<file path="src/design/lcpq_pkg.sv">
`default_nettype none

package lcpq_pkg;

    localparam int STEP_W = 3;

    typedef logic [STEP_W-1:0] step_t;

    localparam step_t STEP_IDLE   = 3'd0;
    localparam step_t STEP_EVICT  = 3'd1;
    localparam step_t STEP_SCAN   = 3'd2;
    localparam step_t STEP_APPEND = 3'd3;
    localparam step_t STEP_EMIT   = 3'd4;

    typedef enum logic [2:0] {
        COND_ALWAYS    = 3'd0,
        COND_IN_ACC    = 3'd1,
        COND_ACCEPTED  = 3'd2,
        COND_SCAN_DONE = 3'd3,
        COND_OUT_FREE  = 3'd4
    } cond_t;

    typedef struct packed {
        logic  in_ready;
        logic  evict_chk;
        logic  scan;
        logic  append;
        logic  emit;
        cond_t cond;
        step_t jump_t;
        step_t jump_f;
    } ctrl_word_t;

    typedef struct packed {
        logic in_acc;
        logic accepted;
        logic scan_done;
        logic out_free;
    } cond_flags_t;

    typedef struct packed {
        logic [15:0] x;
        logic [15:0] y;
        logic [15:0] z;
    } coord_t;

    localparam int CFG_IDX_W = 3;
    localparam int CFG_DATA_W = 15;

    localparam logic [CFG_IDX_W-1:0] REG_MAX_ENTRIES  = 3'd0;
    localparam logic [CFG_IDX_W-1:0] REG_RENDER_LIMIT = 3'd1;
    localparam logic [CFG_IDX_W-1:0] REG_LIMIT_X      = 3'd2;
    localparam logic [CFG_IDX_W-1:0] REG_LIMIT_Y      = 3'd3;
    localparam logic [CFG_IDX_W-1:0] REG_LIMIT_Z      = 3'd4;

    localparam logic [6:0] RESET_MAX_ENTRIES  = 7'd45;
    localparam logic [6:0] RESET_RENDER_LIMIT = 7'd45;

    function automatic ctrl_word_t ucode(input step_t step);
        ctrl_word_t w;
        begin
            w = '{in_ready: 1'b0, evict_chk: 1'b0, scan: 1'b0, append: 1'b0, emit: 1'b0,
                  cond: COND_ALWAYS, jump_t: STEP_IDLE, jump_f: STEP_IDLE};
            case (step)
                STEP_IDLE:
                begin
                    w.in_ready = 1'b1;
                    w.cond     = COND_IN_ACC;
                    w.jump_t   = STEP_EVICT;
                    w.jump_f   = STEP_IDLE;
                end
                STEP_EVICT:
                begin
                    w.evict_chk = 1'b1;
                    w.cond      = COND_ACCEPTED;
                    w.jump_t    = STEP_SCAN;
                    w.jump_f    = STEP_EMIT;
                end
                STEP_SCAN:
                begin
                    w.scan   = 1'b1;
                    w.cond   = COND_SCAN_DONE;
                    w.jump_t = STEP_APPEND;
                    w.jump_f = STEP_SCAN;
                end
                STEP_APPEND:
                begin
                    w.append = 1'b1;
                    w.cond   = COND_ALWAYS;
                    w.jump_t = STEP_EMIT;
                    w.jump_f = STEP_EMIT;
                end
                STEP_EMIT:
                begin
                    w.emit   = 1'b1;
                    w.cond   = COND_OUT_FREE;
                    w.jump_t = STEP_IDLE;
                    w.jump_f = STEP_EMIT;
                end
                default:
                begin
                    w.cond   = COND_ALWAYS;
                    w.jump_t = STEP_IDLE;
                    w.jump_f = STEP_IDLE;
                end
            endcase
            return w;
        end
    endfunction

endpackage

`default_nettype wire

</file>
<file path="src/design/lcpq_useq.sv">
`default_nettype none

module lcpq_useq (
    input  logic                 clk,
    input  logic                 rst_n,
    input  lcpq_pkg::cond_flags_t flags,
    output lcpq_pkg::ctrl_word_t  ctrl
);

    lcpq_pkg::step_t step_reg;
    lcpq_pkg::step_t step_next;
    logic            take;

    assign ctrl = lcpq_pkg::ucode(step_reg);

    always_comb
    begin
        case (ctrl.cond)
            lcpq_pkg::COND_ALWAYS:    take = 1'b1;
            lcpq_pkg::COND_IN_ACC:    take = flags.in_acc;
            lcpq_pkg::COND_ACCEPTED:  take = flags.accepted;
            lcpq_pkg::COND_SCAN_DONE: take = flags.scan_done;
            lcpq_pkg::COND_OUT_FREE:  take = flags.out_free;
            default:                  take = 1'b1;
        endcase
        step_next = take ? ctrl.jump_t : ctrl.jump_f;
    end

    always_ff @(posedge clk or negedge rst_n)
    begin
        if (!rst_n)
        begin
            step_reg <= lcpq_pkg::STEP_IDLE;
        end
        else
        begin
            step_reg <= step_next;
        end
    end

endmodule

`default_nettype wire

</file>
<file path="src/design/lru_chunk_page_queue_core.sv">
// LRU queue of resident chunks, one request word in and one result word out.
// The request channel (in_valid, in_stall, chunk_x/y/z) takes a word only while
// the sequencer sits in its idle step; in_stall is high for the rest of the item.
// A request outside 0..limit on any axis gives a result with every field zero.
// Otherwise the oldest entry is evicted when the fill has reached max_entries,
// the queue is searched and compacted in one pass over the memory, and the chunk
// is appended at the back.
// The pass reads one entry per cycle through the single read port, so the
// time that an accepted item takes grows with the fill before the request,
// which is at most QUEUE_DEPTH. A rejected item skips the scan and append
// steps. out_valid rises in the same cycle in which the block is ready again.
// The result sits in an output register: a stall from the receiver holds it
// there while the next request is accepted and processed, and only the final
// step of that next item waits for the register to free up.
// Configuration writes (cfg_valid, cfg_ready, cfg_index, cfg_data) are always
// taken; writes to unknown indexes are dropped. Reset empties the queue, loads
// the default limits and leaves no result pending. The queue memory needs no
// clearing pass.
`default_nettype none

module lru_chunk_page_queue_core #(
    parameter int QUEUE_DEPTH = 64
) (
    input  logic                                 clk,
    input  logic                                 rst_n,
    input  logic                                 cfg_valid,
    output logic                                 cfg_ready,
    input  logic [lcpq_pkg::CFG_IDX_W-1:0]       cfg_index,
    input  logic [lcpq_pkg::CFG_DATA_W-1:0]      cfg_data,
    input  logic                                 in_valid,
    output logic                                 in_stall,
    input  logic signed [15:0]                   chunk_x,
    input  logic signed [15:0]                   chunk_y,
    input  logic signed [15:0]                   chunk_z,
    output logic                                 out_valid,
    input  logic                                 out_stall,
    output logic                                 accepted,
    output logic                                 evicted,
    output logic signed [15:0]                   evict_x,
    output logic signed [15:0]                   evict_y,
    output logic signed [15:0]                   evict_z,
    output logic                                 hit,
    output logic [5:0]                           old_position,
    output logic                                 reinsert,
    output logic                                 build
);

    localparam int AW = (QUEUE_DEPTH > 1) ? $clog2(QUEUE_DEPTH) : 1;
    localparam int CW = $clog2(QUEUE_DEPTH + 1);
    localparam int TW = (CW > 7) ? CW : 7;

    lcpq_pkg::ctrl_word_t  ctrl;
    lcpq_pkg::cond_flags_t flags;

    logic [6:0]  max_entries_reg;
    logic [6:0]  render_limit_reg;
    logic [14:0] limit_x_reg;
    logic [14:0] limit_y_reg;
    logic [14:0] limit_z_reg;

    lcpq_pkg::coord_t queue_mem [QUEUE_DEPTH];
    lcpq_pkg::coord_t rd_data_reg;
    logic             mem_we;
    logic [AW-1:0]    mem_waddr;
    lcpq_pkg::coord_t mem_wdata;
    logic             rd_issue;

    lcpq_pkg::coord_t coord_reg;
    lcpq_pkg::coord_t coord_next;
    lcpq_pkg::coord_t evict_reg;
    lcpq_pkg::coord_t evict_next;
    logic             acc_reg;
    logic             acc_next;
    logic             evicted_reg;
    logic             evicted_next;
    logic             hit_reg;
    logic             hit_next;
    logic [AW-1:0]    pos_reg;
    logic [AW-1:0]    pos_next;
    logic [1:0]       shift_reg;
    logic [1:0]       shift_next;
    logic [CW-1:0]    count_reg;
    logic [CW-1:0]    count_next;
    logic [CW-1:0]    rd_ptr_reg;
    logic [CW-1:0]    rd_ptr_next;
    logic             rd_vld_reg;
    logic             rd_vld_next;
    logic [AW-1:0]    rd_tag_reg;
    logic [AW-1:0]    rd_tag_next;

    logic             out_valid_reg;
    logic             out_valid_next;
    logic             o_accepted_reg;
    logic             o_evicted_reg;
    lcpq_pkg::coord_t o_evict_reg;
    logic             o_hit_reg;
    logic [5:0]       o_pos_reg;
    logic             o_reinsert_reg;
    logic             o_build_reg;

    logic             in_acc;
    logic             in_ok;
    logic             out_free;
    logic [TW-1:0]    thresh;
    logic             evict_due;
    logic [CW-1:0]    wr_idx;
    logic [CW-1:0]    new_count;
    logic [TW-1:0]    pos_ext;
    logic             load_out;

    lcpq_useq u_useq (
        .clk   (clk),
        .rst_n (rst_n),
        .flags (flags),
        .ctrl  (ctrl)
    );

    assign cfg_ready = 1'b1;
    assign in_stall  = !ctrl.in_ready;
    assign in_acc    = in_valid && ctrl.in_ready;
    assign out_free  = !out_valid_reg || !out_stall;
    assign load_out  = ctrl.emit && out_free;

    assign in_ok = !chunk_x[15] && (chunk_x[14:0] <= limit_x_reg)
                && !chunk_y[15] && (chunk_y[14:0] <= limit_y_reg)
                && !chunk_z[15] && (chunk_z[14:0] <= limit_z_reg);

    assign thresh = (TW'(max_entries_reg) > TW'(QUEUE_DEPTH)) ? TW'(QUEUE_DEPTH)
                                                             : TW'(max_entries_reg);
    assign evict_due = (count_reg != '0) && (TW'(count_reg) >= thresh);
    assign wr_idx    = CW'(rd_tag_reg) - CW'(shift_reg);
    assign new_count = count_reg - CW'(shift_reg);
    assign pos_ext   = TW'(pos_reg);
    assign rd_issue  = ctrl.scan && (rd_ptr_reg != count_reg);

    always_comb
    begin
        flags.in_acc    = in_acc;
        flags.accepted  = acc_reg;
        flags.scan_done = (rd_ptr_reg == count_reg) && !rd_vld_reg;
        flags.out_free  = out_free;
    end

    always_comb
    begin
        coord_next   = coord_reg;
        evict_next   = evict_reg;
        acc_next     = acc_reg;
        evicted_next = evicted_reg;
        hit_next     = hit_reg;
        pos_next     = pos_reg;
        shift_next   = shift_reg;
        count_next   = count_reg;
        rd_ptr_next  = rd_ptr_reg;
        rd_vld_next  = 1'b0;
        rd_tag_next  = rd_tag_reg;
        mem_we       = 1'b0;
        mem_waddr    = '0;
        mem_wdata    = coord_reg;

        if (in_acc)
        begin
            coord_next   = {chunk_x, chunk_y, chunk_z};
            acc_next     = in_ok;
            evict_next   = '0;
            evicted_next = 1'b0;
            hit_next     = 1'b0;
            pos_next     = '0;
            shift_next   = 2'd0;
            rd_ptr_next  = '0;
        end

        if (ctrl.evict_chk && acc_reg && evict_due)
        begin
            evicted_next = 1'b1;
            shift_next   = 2'd1;
        end

        if (ctrl.scan)
        begin
            if (rd_issue)
            begin
                rd_vld_next = 1'b1;
                rd_tag_next = rd_ptr_reg[AW-1:0];
                rd_ptr_next = rd_ptr_reg + CW'(1);
            end
            if (rd_vld_reg)
            begin
                if ((rd_tag_reg == '0) && evicted_reg)
                begin
                    evict_next = rd_data_reg;
                end
                else if (!hit_reg && (rd_data_reg == coord_reg))
                begin
                    hit_next   = 1'b1;
                    pos_next   = rd_tag_reg - AW'(evicted_reg);
                    shift_next = shift_reg + 2'd1;
                end
                else if (shift_reg != 2'd0)
                begin
                    mem_we    = 1'b1;
                    mem_waddr = wr_idx[AW-1:0];
                    mem_wdata = rd_data_reg;
                end
            end
        end

        if (ctrl.append)
        begin
            if (TW'(new_count) < TW'(QUEUE_DEPTH))
            begin
                mem_we     = 1'b1;
                mem_waddr  = new_count[AW-1:0];
                mem_wdata  = coord_reg;
                count_next = new_count + CW'(1);
            end
            else
            begin
                count_next = new_count;
            end
        end
    end

    always_comb
    begin
        out_valid_next = out_valid_reg;
        if (load_out)
        begin
            out_valid_next = 1'b1;
        end
        else if (!out_stall)
        begin
            out_valid_next = 1'b0;
        end
    end

    always_ff @(posedge clk)
    begin
        if (mem_we)
        begin
            queue_mem[mem_waddr] <= mem_wdata;
        end
        if (rd_issue)
        begin
            rd_data_reg <= queue_mem[rd_ptr_reg[AW-1:0]];
        end
    end

    always_ff @(posedge clk or negedge rst_n)
    begin
        if (!rst_n)
        begin
            max_entries_reg  <= lcpq_pkg::RESET_MAX_ENTRIES;
            render_limit_reg <= lcpq_pkg::RESET_RENDER_LIMIT;
            limit_x_reg      <= '0;
            limit_y_reg      <= '0;
            limit_z_reg      <= '0;
        end
        else if (cfg_valid)
        begin
            case (cfg_index)
                lcpq_pkg::REG_MAX_ENTRIES:  max_entries_reg  <= cfg_data[6:0];
                lcpq_pkg::REG_RENDER_LIMIT: render_limit_reg <= cfg_data[6:0];
                lcpq_pkg::REG_LIMIT_X:      limit_x_reg      <= cfg_data;
                lcpq_pkg::REG_LIMIT_Y:      limit_y_reg      <= cfg_data;
                lcpq_pkg::REG_LIMIT_Z:      limit_z_reg      <= cfg_data;
                default:
                begin
                end
            endcase
        end
    end

    always_ff @(posedge clk or negedge rst_n)
    begin
        if (!rst_n)
        begin
            acc_reg       <= 1'b0;
            evicted_reg   <= 1'b0;
            hit_reg       <= 1'b0;
            pos_reg       <= '0;
            shift_reg     <= 2'd0;
            count_reg     <= '0;
            rd_ptr_reg    <= '0;
            rd_vld_reg    <= 1'b0;
            rd_tag_reg    <= '0;
            out_valid_reg <= 1'b0;
        end
        else
        begin
            acc_reg       <= acc_next;
            evicted_reg   <= evicted_next;
            hit_reg       <= hit_next;
            pos_reg       <= pos_next;
            shift_reg     <= shift_next;
            count_reg     <= count_next;
            rd_ptr_reg    <= rd_ptr_next;
            rd_vld_reg    <= rd_vld_next;
            rd_tag_reg    <= rd_tag_next;
            out_valid_reg <= out_valid_next;
        end
    end

    always_ff @(posedge clk)
    begin
        coord_reg <= coord_next;
        evict_reg <= evict_next;
        if (load_out)
        begin
            o_accepted_reg <= acc_reg;
            o_evicted_reg  <= evicted_reg;
            o_evict_reg    <= evict_reg;
            o_hit_reg      <= hit_reg;
            o_pos_reg      <= pos_ext[5:0];
            o_reinsert_reg <= hit_reg && (pos_ext >= TW'(render_limit_reg));
            o_build_reg    <= acc_reg && !hit_reg;
        end
    end

    assign out_valid    = out_valid_reg;
    assign accepted     = o_accepted_reg;
    assign evicted      = o_evicted_reg;
    assign evict_x      = o_evict_reg.x;
    assign evict_y      = o_evict_reg.y;
    assign evict_z      = o_evict_reg.z;
    assign hit          = o_hit_reg;
    assign old_position = o_pos_reg;
    assign reinsert     = o_reinsert_reg;
    assign build        = o_build_reg;

    // The fill never exceeds the memory depth.
    a_count_bound: assert property (@(posedge clk) disable iff (!rst_n)
        count_reg <= CW'(QUEUE_DEPTH))
        else $error("queue fill exceeds depth");

    // An accepted request blocks the input until its pass is finished.
    a_busy_after_accept: assert property (@(posedge clk) disable iff (!rst_n)
        (in_valid && !in_stall) |=> in_stall)
        else $error("input taken while a request is in progress");

    // The append step only follows a completed scan of every entry.
    a_append_after_scan: assert property (@(posedge clk) disable iff (!rst_n)
        ctrl.append |-> (rd_ptr_reg == count_reg) && !rd_vld_reg)
        else $error("append before the scan finished");

    // A rejected request reports nothing else.
    a_reject_clean: assert property (@(posedge clk) disable iff (!rst_n)
        (out_valid && !accepted) |-> (!evicted && !hit && !build && !reinsert))
        else $error("rejected request reports activity");

endmodule

`default_nettype wire
</file>
<file path="config.mk">
export PLATFORM = sky130hd
export DESIGN_NAME = lru_chunk_page_queue_core
export DESIGN_NICKNAME = d
export VERILOG_FILES = /design/src/design/lcpq_pkg.sv /design/src/design/lcpq_useq.sv /design/src/design/lru_chunk_page_queue_core.sv
export SDC_FILE = /design/constraint.sdc
export NUM_CORES = 2
export LEC_CHECK = 0
export BUFFER_PORTS_ARGS = -buffer_cell sky130_fd_sc_hd__buf_2
export CAP_MARGIN = 10
export CORE_AREA = 2 2 649 812
export DETAILED_ROUTE_END_ITERATION = 10
export DIE_AREA = 0 0 651 814
export PLACE_DENSITY = 0.36
export SETUP_SLACK_MARGIN = 0.5
export SLEW_MARGIN = 20
export SYNTH_ARGS = -nofsm -noshare
export SYNTH_HDL_FRONTEND = slang
export SYNTH_HIERARCHICAL = 1
export SYNTH_SLANG_ARGS = --single-unit
</file>
<file path="constraint.sdc">
create_clock -name clk -period 8.1 [get_ports clk]
set_input_delay 0.405 -clock clk [delete_from_list [all_inputs] [get_ports clk]]
set_output_delay 0.405 -clock clk [all_outputs]
set_load 0.01 [all_outputs]
</file>
Word level (Yosys, flattened, before mapping)
Memories as Yosys holds them, arrays and structs flattened. A register that Yosys moved wholly into a read port is not among the register bits.
Cells that the tools add are included.
{"block": "op_classes", "reduce_logical": 37, "n_eq_ne": 16, "magnitude_cmp": 7, "addsub": 6, "muxes": 62}
{"operator": "2-to-1 mux 48 bit", "n": 11}
{"operator": "2-to-1 mux 6 bit", "n": 12}
{"operator": "== test 48 bit", "n": 1}
{"operator": "<= comparator 15 bit", "n": 3}
{"operator": "one-hot mux 9 bit (5 select lines)", "n": 1}
{"operator": "2-to-1 mux 7 bit", "n": 5}
{"operator": "2-to-1 mux 1 bit", "n": 25}
{"operator": "== test 3 x 2 -> 1 bit (second input constant)", "n": 6}
{"operator": "logical AND 1 bit", "n": 16}
{"operator": "adder 7 x 1 -> 7 bit (second input constant)", "n": 2}
{"operator": "2-to-1 mux 2 bit", "n": 6}
{"operator": "AND reduction 2 bit", "n": 6}
{"operator": "== test 3 x 1 -> 1 bit (second input constant)", "n": 3}
{"operator": "== test 3 bit (second input constant)", "n": 3}
{"operator": "logical NOT 1 bit", "n": 8}
{"operator": "== test 7 bit", "n": 1}
{"operator": "greater-or-equal comparator 6 x 7 -> 1 bit", "n": 1}
{"operator": "greater-or-equal comparator 7 bit", "n": 1}
{"operator": "> comparator 7 bit (second input constant)", "n": 1}
{"operator": "less-than comparator 7 bit (second input constant)", "n": 1}
{"operator": "inequality test 7 bit", "n": 1}
{"operator": "nonzero test 7 bit", "n": 1}
{"operator": "subtractor 7 x 2 -> 7 bit", "n": 1}
{"operator": "logical NOT 3 bit", "n": 2}
{"operator": "other kinds (9)", "n": 10}
{"block": "totals", "ram_bits": 3072, "input_bits": 71, "n_memories": 1, "output_inout_bits": 62, "wordCells": 160, "regBits": 250}
{"name": "queue_mem", "words": 64, "word_bits": 48, "read_ports": 1, "rd_ports_with_merged_regs": 1, "write_ports": 1, "line": "lru_chunk_page_queue_core.sv:61", "text": "lcpq_pkg::coord_t queue_mem [QUEUE_DEPTH];"}

Logic depth before layout (Yosys ltp)
{"block": "depth", "word_depth": 10, "mapped_depth": 13, "depth_no_buf": 10}

By module
The synthesis kept the hierarchy.
{"mod": "lru_chunk_page_queue_core", "area_per_inst_um2": 129943.4, "seq_area_each_um2": 100176.1, "n_inst": 1, "cells_each": 6050}
{"mod": "lcpq_useq", "area_per_inst_um2": 241.5, "seq_area_each_um2": 75.1, "n_inst": 1, "cells_each": 30}

Worst setup path before layout
OpenSTA, ideal clock, no wires.
{"block": "synth_path", "path_kind": "register to register", "from": "register count_reg[0]", "to": "memory queue_mem[40][0] (netlist name) (enable)", "setup_ps": 532, "stages_incl_launch_ff": 12, "setup_slack_ps": 1422, "arrival_time_ps": 6146, "n_path_buf": 1, "synth_period_minus_slack_ps": 6678, "cell_sequence": "dfrtp_1 -> inv_1 -> ha_1 -> inv_1 -> fa_1 -> nor2_1 -> xnor2_1 -> and2_1 -> buf_2 -> a2111oi_4 -> a32oi_1 -> a221oi_1"}
{"block": "synth_between", "elab_chain_cells": 6, "word_cells_on_any_way": 8, "cone_classes": "add/sub (1); order compare (1); mux (6)"}
{"item": "from (decl)", "line": "lru_chunk_page_queue_core.sv:82", "text": "logic [CW-1:0] count_reg;"}
{"item": "from (signal assigned)", "line": "lru_chunk_page_queue_core.sv:296", "text": "count_reg <= count_next;"}
{"item": "subtractor 7 x 2 -> 7 bit (*)", "line": "lru_chunk_page_queue_core.sv:132", "text": "assign new_count = count_reg - CW'(shift_reg);"}
{"item": "less-than comparator 7 bit", "line": "lru_chunk_page_queue_core.sv:210", "text": "if (TW'(new_count) < TW'(QUEUE_DEPTH))"}
{"item": "2-to-1 mux 1 bit", "line": "lru_chunk_page_queue_core.sv:210"}
{"item": "2-to-1 mux 1 bit", "line": "lru_chunk_page_queue_core.sv:208", "text": "if (ctrl.append)"}
{"item": "2-to-1 mux 1 bit", "line": "lru_chunk_page_queue_core.sv:239", "text": "if (mem_we)"}
{"item": "2-to-1 mux 1 bit (not written as such)", "line": "lru_chunk_page_queue_core.sv:241", "text": "queue_mem[mem_waddr] <= mem_wdata;"}
{"item": "to (decl)", "line": "lru_chunk_page_queue_core.sv:61"}
Every way passes the cells marked *; elsewhere a longest branch is shown, timed or not.

Final worst setup path
{"block": "layout_path", "from": "register count_reg[0]", "to": "memory queue_mem[52][16] (netlist name) (enable)"}
Same word-level chain as after synthesis.

==> key figures <==
STA
  • Slew HR: about 22%
  • RSZ-0062 raised after global routing: no
  • Fin crit share: 70.4%
  • Layout Skew: 0.0487 ns
  • Final hold violation count: 0
  • Measured slew at the worst slew-check pin: 1.16 ns
  • Achievable frequency: 175 MHz
  • Post-layout minimum cycle time: 5.70 ns
  • Max-slew violation total from the final report: 0
  • TNS Setup: 0 ns
  • Final setup violation count: 0

Placed design
  • Cells after DPL: 13000
  • GPL Wtd Cong: around 0.8
  • Post-DP HPWL: ~270000 um
  • PortBufs: between 100 and 150

Worst hold path
  • Hold WC Path Type: in2reg

Detailed routing
  • Detailed-routed wire length on met2: 226000 um
  • Routed wire length on met3: 20300 um
  • Uppermost layer routed: met4
  • Drt pass-1 iters: 7
  • Wl on met1: roughly 190000 um
  • DR DRC count: 0
  • Drt via density: about 4.7
  • Initial DRC Count: 5931
  • ANT nets after route: 0
  • Via count: 63900
  • Total Routed Length: 445000 um
  • Drt wl/cell: 32.5 um

Yosys
  • Syn avg cell area: between 20 and 25 um2
  • Syn nets: 6210
  • Mapped Area: between 100000 and 150000 um2
  • Syn. warnings: 6
  • Gate Count Post-Synth: approximately 6100

Clock network
  • CTS tree: done
  • Clock Latency Late Sink: just under 1 ns
  • TritonCTS buffer count: 349
  • Sink Count: 3370
  • Post-CTS resize count: 0
  • Htree depth: 5
  • Root Buffer: clkbuf_16
  • Max Buffers Root-to-Sink: 4
  • Post-CTS setup buffers: 0
  • Clk slew on worst S/H paths: 0.07 ns

Floorplanning
  • Initial core utilization: 24.9%
  • DIE WIDTH: roughly 650 um
  • Die extent in y: 814 um
  • # rows: 297
  • DIE AREA: 530000 um2
  • Core Area: about 520000 um2
  • I/O pin cnt: 133

Finish
  • Layout cells sized above 1: between 20% and 30%
  • Fin cells: 13700
  • Final net count: 6667
  • Flip-flop count of the largest register after layout: 3072
  • Area growth syn-to-layout: 17.6%
  • Largest register by flop count: queue_mem

Worst setup path
  • Crit Path Class: reg2reg
  • Crit-path most repeated cell: buf_4
  • Worst-path fanout max: 29
  • WP data required: between 8 and 9 ns
  • Worst path slowest cell: a2111oi_4
  • Startpoint class of the critical path: register
  • CP Data Arrival Time: about 6.3 ns
  • Crit-path cells: inv_1, ha_1, inv_1, fa_1, nor2_1, xnor2_1, buf_4, and2_1, a2111oi_4, buf_4, a32oi_2, buf_6, nor2_4, buf_4
  • Critical Path End Type: register
  • CP peak stage delay: 0.81 ns

Global route
  • Largest net degree at the start of global routing: 99
  • First-pass GRT wire length: between 600000 and 700000 um
  • Total track usage: 16.5%
  • Vias in the first global route: ~66000
  • Remaining Overflow, GRT: 0
  • Initial antenna violation count: 52

Power
  • Peak supply drop: 169 uV
  • Pleak: 46.1 nW
  • PD cells: 263 nW/um2
  • Pwr Total: around 40 mW

Outcome
  • Outcome: completed

Flow run
  • Max cap viols: 0
routing by layer:
metal | global-route usage (%) | vias up
met2 | 28.9 | 1777
met4 | 3.65 | 0
met1 | 21.7 | 35400
met5 | 0 | -
met3 | 2.11 | 441
li1 | - | 26300
area by class of cell:
class / instances / area (um2)
fillers: 50800 / 369000
flip-flops and latches: 3370 / 100000
multi-input cells: 2303 / 29100
clock buffers: 425 / 9340
well taps: 6877 / 8600
repair buffers: 424 / 3530
clock inverters: 219 / 1780
inverters: 79 / 307
diodes: 19 / 47.5
timing repair:
item,in CTS,in global routing
endpoints found under the hold margin,149,0
setup endpoints to repair,0,0
hold buffers,76,0
critical path: cells and delay by family, from the launching register on:
family,cells,cell delay [ns]
buffers and inverters,6,1.61
AND/OR/NAND/NOR,3,1.31
XOR/XNOR,1,0.09
adder cells (fa/ha/maj),2,0.61
flip-flops,1,0.42
AO/OA/AOI/OAI,2,1.12
final timing paths:
path                          startpoint                 to  slack [ns]  cells after the start
max reg2reg                 count_reg[0]  queue_mem[52][16]        2.40                     14
max in group asynchronous          rst_n      rd_ptr_reg[0]        6.68                      4
min in group asynchronous          rst_n    limit_x_reg[14]        0.57                      4
min reg2reg                evict_reg[20]         evict_y[4]        0.43                      0
min                             in_valid         pos_reg[5]        0.15                      4
max                         count_reg[0]  queue_mem[52][16]        2.40                     14
per-stage QoR:
step	util, %	setup slack [ns]	cell area (um2)	hold WS, ns
finish	29.3	2.40	153000	0.148
detailed placement	27.0	2.10	141000	0.417
floorplan	-	1.42	130000	0.109
global route	29.3	2.10	153000	0.137
CTS	29.3	2.02	153000	0.0494
global placement	27.0	1.94	141000	0.416
placed cells by master (no fill, tap or decap), types with 31 or more instances in the layout:
cell,count
nand3_1,68
clkbuf_16,362
edfxtp_1,3227
nor2b_1,31
clkbuf_1,59
mux2_2,45
inv_1,75
buf_4,182
nand2_1,258
a21oi_1,79
xnor2_1,34
mux2_4,32
dlygate4sd3_1,75
xor2_1,31
mux2i_1,235
dfrtp_1,81
buf_2,130
ha_1,67
mux4_2,787
o221ai_1,106
o21ai_0,130
a211oi_1,36
nor2_1,37
clkinv_1,73
clkinv_2,94
nor2_4,62
dfxtp_1,48
o22ai_1,82
power by group:
| part | internal (mW) | leakage (nW) | switching (mW) |
|---|---|---|---|
| Clock | 8.98 | 5.50 | 7.02 |
| Sequential | 20.4 | 30.6 | 0.137 |
| Combinational | 0.975 | 9.96 | 2.70 |
| Total | 30.3 | 46.1 | 9.86 |
Note: power is estimated with default switching activity, not from simulation.
